### config.mk
export PLATFORM = sky130hd
export DESIGN_NAME = gvg_div
export DESIGN_NICKNAME = d
export VERILOG_FILES = /design/src/rtl/gvg_pkg.sv /design/src/rtl/gvg_div.sv
export SDC_FILE = /design/constraint.sdc
export NUM_CORES = 2
export LEC_CHECK = 0
export ABC_CLOCK_PERIOD_IN_PS = 5660
export BUFFER_PORTS_ARGS = -buffer_cell sky130_fd_sc_hd__clkbuf_2
export CAP_MARGIN = 20
export CORE_MARGIN = 10
export CORE_UTILIZATION = 35
export CTS_CLUSTER_SIZE = 24
export DETAILED_ROUTE_END_ITERATION = 10
export GPL_ROUTABILITY_DRIVEN = 1
export HOLD_SLACK_MARGIN = 0.06
export PLACE_DENSITY = 0.48
export SLEW_MARGIN = 30
export SYNTH_ARGS = -nofsm -noshare
export SYNTH_HDL_FRONTEND = slang
export SYNTH_SLANG_ARGS = --single-unit
### constraint.sdc
create_clock -name clock -period 5.66 [get_ports clock]
set_input_delay 0.283 -clock clock [delete_from_list [all_inputs] [get_ports clock]]
set_output_delay 0.283 -clock clock [all_outputs]
set_load 0.02 [all_outputs]
### src/rtl/gvg_pkg.sv
// Shared types, constants and helpers of the grid vertex generator.
// Used by the top level, the pipelined divider, the hash pipeline and the checker.
package gvg_pkg;

   // Quotient bits that the restoring divider produces, one per pipeline stage.
   localparam int QUO_W = 31;

   // Stages of the hash pipeline from its input to its registered output.
   localparam int HASH_LAT = 6;

   // Rising edges from the accepting edge to the edge that takes the result.
   localparam int LATENCY = QUO_W + 6;

   // Mesh modes.
   localparam logic [1:0] MODE_UNIFORM   = 2'd0;
   localparam logic [1:0] MODE_PERTURBED = 2'd1;
   localparam logic [1:0] MODE_SINE      = 2'd2;

   // Register indexes on the configuration port (byte address 8 * index).
   localparam logic [2:0] REG_MESH_MODE    = 3'd0;
   localparam logic [2:0] REG_GRID_LAST    = 3'd1;
   localparam logic [2:0] REG_ORIGIN_X     = 3'd2;
   localparam logic [2:0] REG_ORIGIN_Y     = 3'd3;
   localparam logic [2:0] REG_EXTENT_X     = 3'd4;
   localparam logic [2:0] REG_EXTENT_Y     = 3'd5;
   localparam logic [2:0] REG_JITTER       = 3'd6;
   localparam logic [2:0] REG_NOISE_SEED   = 3'd7;

   // Register reset values.
   localparam logic [31:0] GRID_LAST_RESET = 32'h0001_0001;
   localparam logic [30:0] EXTENT_RESET    = 31'd65536;

   // Hash constants.
   localparam logic [63:0] HASH_GOLDEN = 64'h9e37_79b9_7f4a_7c15;
   localparam logic [63:0] HASH_MIX1   = 64'hbf58_476d_1ce4_e5b9;
   localparam logic [63:0] HASH_MIX2   = 64'h94d0_49bb_1331_11eb;

   // Half pi in Q2.30, the argument scale of the sine table.
   localparam logic [31:0] HALF_PI_Q30 = 32'd1686629713;

   // Flags that travel with a transaction through the pipeline.
   typedef struct packed {
      logic       valid;
      logic [1:0] zero;      // Index is 0, per axis (x is bit 0).
      logic [1:0] last;      // Index is the last index, per axis.
      logic       interior;  // Both indices strictly inside the grid.
   } side_type;

   // Signed noise of one axis as sign and magnitude, magnitude up to 65536.
   typedef struct packed {
      logic        neg;
      logic [16:0] mag;
   } noise_type;

   // Saturate a signed sum to the signed 32-bit range.
   function automatic logic signed [31:0] sat32(logic signed [33:0] v);
      logic signed [31:0] r;
      if (v > 34'sd2147483647) begin
         r = 32'sh7FFF_FFFF;
      end else if (v < -34'sd2147483648) begin
         r = 32'sh8000_0000;
      end else begin
         r = v[31:0];
      end
      return r;
   endfunction

endpackage

### src/rtl/gvg_div.sv
// Pipelined restoring divider, one quotient bit per register stage.
// Depends on gvg_pkg for the quotient width; the remainder must start below the divisor.
module gvg_div #(
   parameter int DEN_W = 16
) (
   input  logic                             clock,
   input  logic [DEN_W+gvg_pkg::QUO_W-1:0]  num_in,
   input  logic [DEN_W-1:0]                 den_in,
   output logic [gvg_pkg::QUO_W-1:0]        quo_out
);

   localparam int QW = gvg_pkg::QUO_W;

   logic [DEN_W-1:0] rem_ff  [QW];
   logic [QW-1:0]    word_ff [QW];

   // One step: bring down the next dividend bit and subtract where it fits.
   function automatic logic [DEN_W+QW-1:0] div_step(logic [DEN_W-1:0] rem,
                                                    logic [QW-1:0]    word,
                                                    logic [DEN_W-1:0] den);
      logic [DEN_W:0]   part;
      logic [DEN_W+1:0] diff;
      logic [DEN_W-1:0] rem_next;
      logic             qbit;
      part = {rem, word[QW-1]};
      diff = {1'b0, part} - {2'b00, den};
      if (diff[DEN_W+1]) begin
         rem_next = part[DEN_W-1:0];
         qbit     = 1'b0;
      end else begin
         rem_next = diff[DEN_W-1:0];
         qbit     = 1'b1;
      end
      return {rem_next, word[QW-2:0], qbit};
   endfunction

   // The dividend word shifts out its bits while quotient bits shift in.
   always_ff @(posedge clock) begin
      {rem_ff[0], word_ff[0]} <= div_step(num_in[DEN_W+QW-1:QW], num_in[QW-1:0], den_in);
      for (int i = 1; i < QW; i++) begin
         {rem_ff[i], word_ff[i]} <= div_step(rem_ff[i-1], word_ff[i-1], den_in);
      end
   end

   assign quo_out = word_ff[QW-1];

endmodule

## Word-level counts from Yosys, hierarchy flattened

Index checks and enable logic that the tools add are counted.
W data, S select, Z words.

- Register bits: 1,441
- Word-level logic and storage cells: 153
- Output and inout port bits: 31

- Add/sub/neg operators: 31
- Muxes and demuxes: 61

Operators with widths:

| operator | count |
|---|---|
| $sub A17 B16 Y18 | 31 |
| $mux W16 | 30 |
| $mux W1 | 31 |

## Longest topological paths before layout

- Depth in word-level cells: 2
- Gate-level depth with buffers: 13
- Gate-level depth less buffers: 12

## Least setup slack after synthesis

OpenSTA, ideal clock, no wires.

- Path type: input -> register
- Start point: input port den_in[1]
- End point: register rem_ff[343] (netlist bit)
- Arrival time: 4.554 ns
- Data required time: 5.539 ns
- Buffers on the path: 1
- Cell stages on the path: 11
- Setup time: 0.121 ns
- Slack: 0.984 ns
- Path through: inv_1 ha_1 nor2b_1 o21ai_0 a211oi_1 or4_4 o21a_1 a22o_1 nor3_4 buf_8 mux2_4

- Longest elaborated chain between the ends: 2

RTL lines:

| element | line | source |
|---|---|---|
| start, declared | gvg_div.sv:8 | `input logic [DEN_W-1:0] den_in,` |
| $sub A17 B16 Y18 | gvg_div.sv:26 | `diff = {1'b0, part} - {2'b00, den};` |
| $mux W16 | gvg_div.sv:27 | `if (diff[DEN_W+1]) begin` |
| end signal, assigned by index | gvg_div.sv:41 | `{rem_ff[i], word_ff[i]} <= div_step(rem_ff[i-1], word_ff[i-1], den_in);` |
| end, declared | gvg_div.sv:14 | `logic [DEN_W-1:0] rem_ff [QW];` |

No other way between the ends.

## Worst setup path in the final report

- Start point: register rem_ff[73] (netlist bit)
- End point: register rem_ff[62] (netlist bit)

- Longest elaborated chain between the ends: 2

RTL lines:

| element | line |
|---|---|
| $sub A17 B16 Y18 | gvg_div.sv:26 |
| $mux W16 | gvg_div.sv:27 |

No other way between the ends.

==> flow_summary.ini <==
[setup_path]
path_delay_family = compound AO/OA/AOI/OAI gates
cpPeakStageDelay_ns = 0.70
crit_chain = ha_1 > a211oi_1 > o211ai_1 > a21oi_1 > a21boi_0 > a31oi_1 > and2_1 > inv_1 > mux2_2
slowest_stage = dfxtp_1
endpoint_kind = register
worstPathArrival_ns = 4.39
critPathRequiredTime_ns = 6.31
reg2regPathDepth = 9
path_class = reg2reg
start_kind = register
path_max_fanout = 23
cp_num_buf_inv = 1
crit_cells = 9

[sta]
clock_skew_ns = 0.0363
fmax_mhz = 268
layout_worst_path_cycle_share_pct = 66.0
whs_ns = 0.143
setup_slack_ns = 1.92
rsz0062_at_grt = false
finalSetupViolations = 0
finalHoldViolations = 0
max-slew-margin-rel_pct = 32.7
slew_viol_final = 0
tightestPinTransition_ns = 1.01
period_needed_ns = 3.74
setup_tns_ns = 0

[cells_and_area]
final_cells = 7479
fin_nets = 5865
multi_input_area_um2 = 25700
drive_above_1_share_pct = 14.8
area_delta_synth_final_pct = 16.7
fillCellCount = 15000
regArea_um2 = 28800
antenna_cells = 0

[yosys]
synth_area_leaders = dfxtp_1, ha_1, mux2_2
synthDominantCellAreaShare_pct = 51.7
synthTopCellsByCount = dfxtp_1, ha_1, a21oi_1
synth_top_area_cell = dfxtp_1
synth_most_common_cell = dfxtp_1
ys.flop_type = dfxtp_1
async_flop_share_pct = 0
postSynthAreaPerCell_um2 = 11.2
syn_inst = 4986
synth_area_um2 = 55800
ys_types = 74
syn-num-nets = 5575
synth_seq_cells = 1441
synth_edf_count = 0
yosysWarnings = 0
seq_area_frac_synth_pct = 51.7

[floorplanning]
std_cell_rows = 146
dieArea_um2 = 176000
ios = 95
design.core.area_um2 = 158000
die_w_um = 419
start_util_pct = 35.2
die_h_um = 419

[routing]
routed_wl_mm = 117
drcViolationCount = 0
wl_per_cell_um = 15.7
first_pass_iters = 5
ant_nets = 0
drtIter0Drc = 1891
num_vias = 35700
vias_per_cell = 4.77

[power]
power.total_mw = 44.1
ir_drop_uv = 364
power.density_nw_per_um2 = 677
p_leak_nw = 27.8

[global_route]
grt.overflow.total = 0
antenna_found_initial = 2
grt_pass1_wl_mm = 188
grt_max_degree = 32
track_usage_pct = 13.2
grt_pass1_vias = 35100

[clocking]
clock-root-buffer = clkbuf_16
cts_buffer_depth = 3
insertion_delay_ns = 0.78
clk_pin_slew_ns = 0.06
cts_resized = 0
cts_made_buffers = 160
h-tree-depth = 4
postCtsSetupRepairBufs = 0
cts_tree = yes
cts.sinks = 1441

[run]
maxCapViolations = 0

[place]
place_inst = 7119
portBuffers = 94
pre_cts_ws_ns = 1.53
hpwl_mm = 81.9
gp_congestion = 0.817

[min_path]
hp-class = in2reg
hold_depth = 2

[outcome]
status = complete, no violations
-- what timing repair did --
| action | CTS | global route |
|---|---|---|
| endpoints found under the hold margin | 46 | 0 |
| hold buffers | 67 | 0 |
| endpoints found under the setup margin | 0 | 0 |
-- stage by stage --
stage                     util [%]  area (um2)
after floorplan                  -       55800
after global placement        37.1       58800
after detailed placement      37.1       58800
after CTS                     41.1       65100
after global routing          41.1       65100
final                         41.1       65100
-- routing by layer --
metal  global-route usage, %  up-vias  part of all wire, %
met2                    22.0      472                   46
met3                    2.55      196                  3.6
met4                    4.28        2                  2.4
met1                    17.1    16600                   48
met5                       0        -                0.011
li1                        -    18500                    -
-- sequential cells by signal, summed over array words and instances, names as in the netlist --
name and count:
word_ff 930, quo_out 31, rem_ff 480
-- power breakdown --
group / internal (mW) / leakage (nW) / switching [mW]
Clock: 6.49 / 2.71 / 4.27
Combinational: 8.82 / 12.9 / 9.01
Sequential: 13.8 / 12.1 / 1.64
Total: 29.2 / 27.8 / 14.9
-- area by class of cell --
type                    count  area share [%]
flip-flops and latches   1441            44.3
multi-input cells        3265            39.5
clock buffers             207            6.96
well taps                2072            3.98
repair buffers            211            2.43
clock inverters            86            1.66
inverters                 197            1.14
-- kinds of logic after synthesis --
kind of cell    after synthesis  synth area share (%)
flops                      1441                  51.7
compound gates             1203                  14.1
simple gates                850                  7.33
fa+ha+maj                   525                  12.2
mux                         365                  7.41
xor+xnor                    322                  5.06
buf+inv                     280                  2.23
-- layout by cell type, fill, tap and decap left out, drive strengths merged, types with 107 or more instances in the layout --
cell    instances
clkbuf        301
ha            495
o21ai         253
mux2          336
o21a          107
a21oi         339
xnor2         188
inv           207
nand2         210
nor2          260
dfxtp        1441
xor2          134
-- path summary, 6_finish.rpt --
| path | to | slack, ns | from |
|---|---|---|---|
| min | word_ff[934]$_DFF_P_ | 0.14 | num_in[3] |
| min reg2reg | word_ff[147]$_DFF_P_ | 0.31 | word_ff[177]$_DFF_P_ |
| max | rem_ff[62]$_DFF_P_ | 1.92 | rem_ff[73]$_DFF_P_ |
| max reg2reg | rem_ff[62]$_DFF_P_ | 1.92 | rem_ff[73]$_DFF_P_ |
Power figures use the tool's default switching activity.
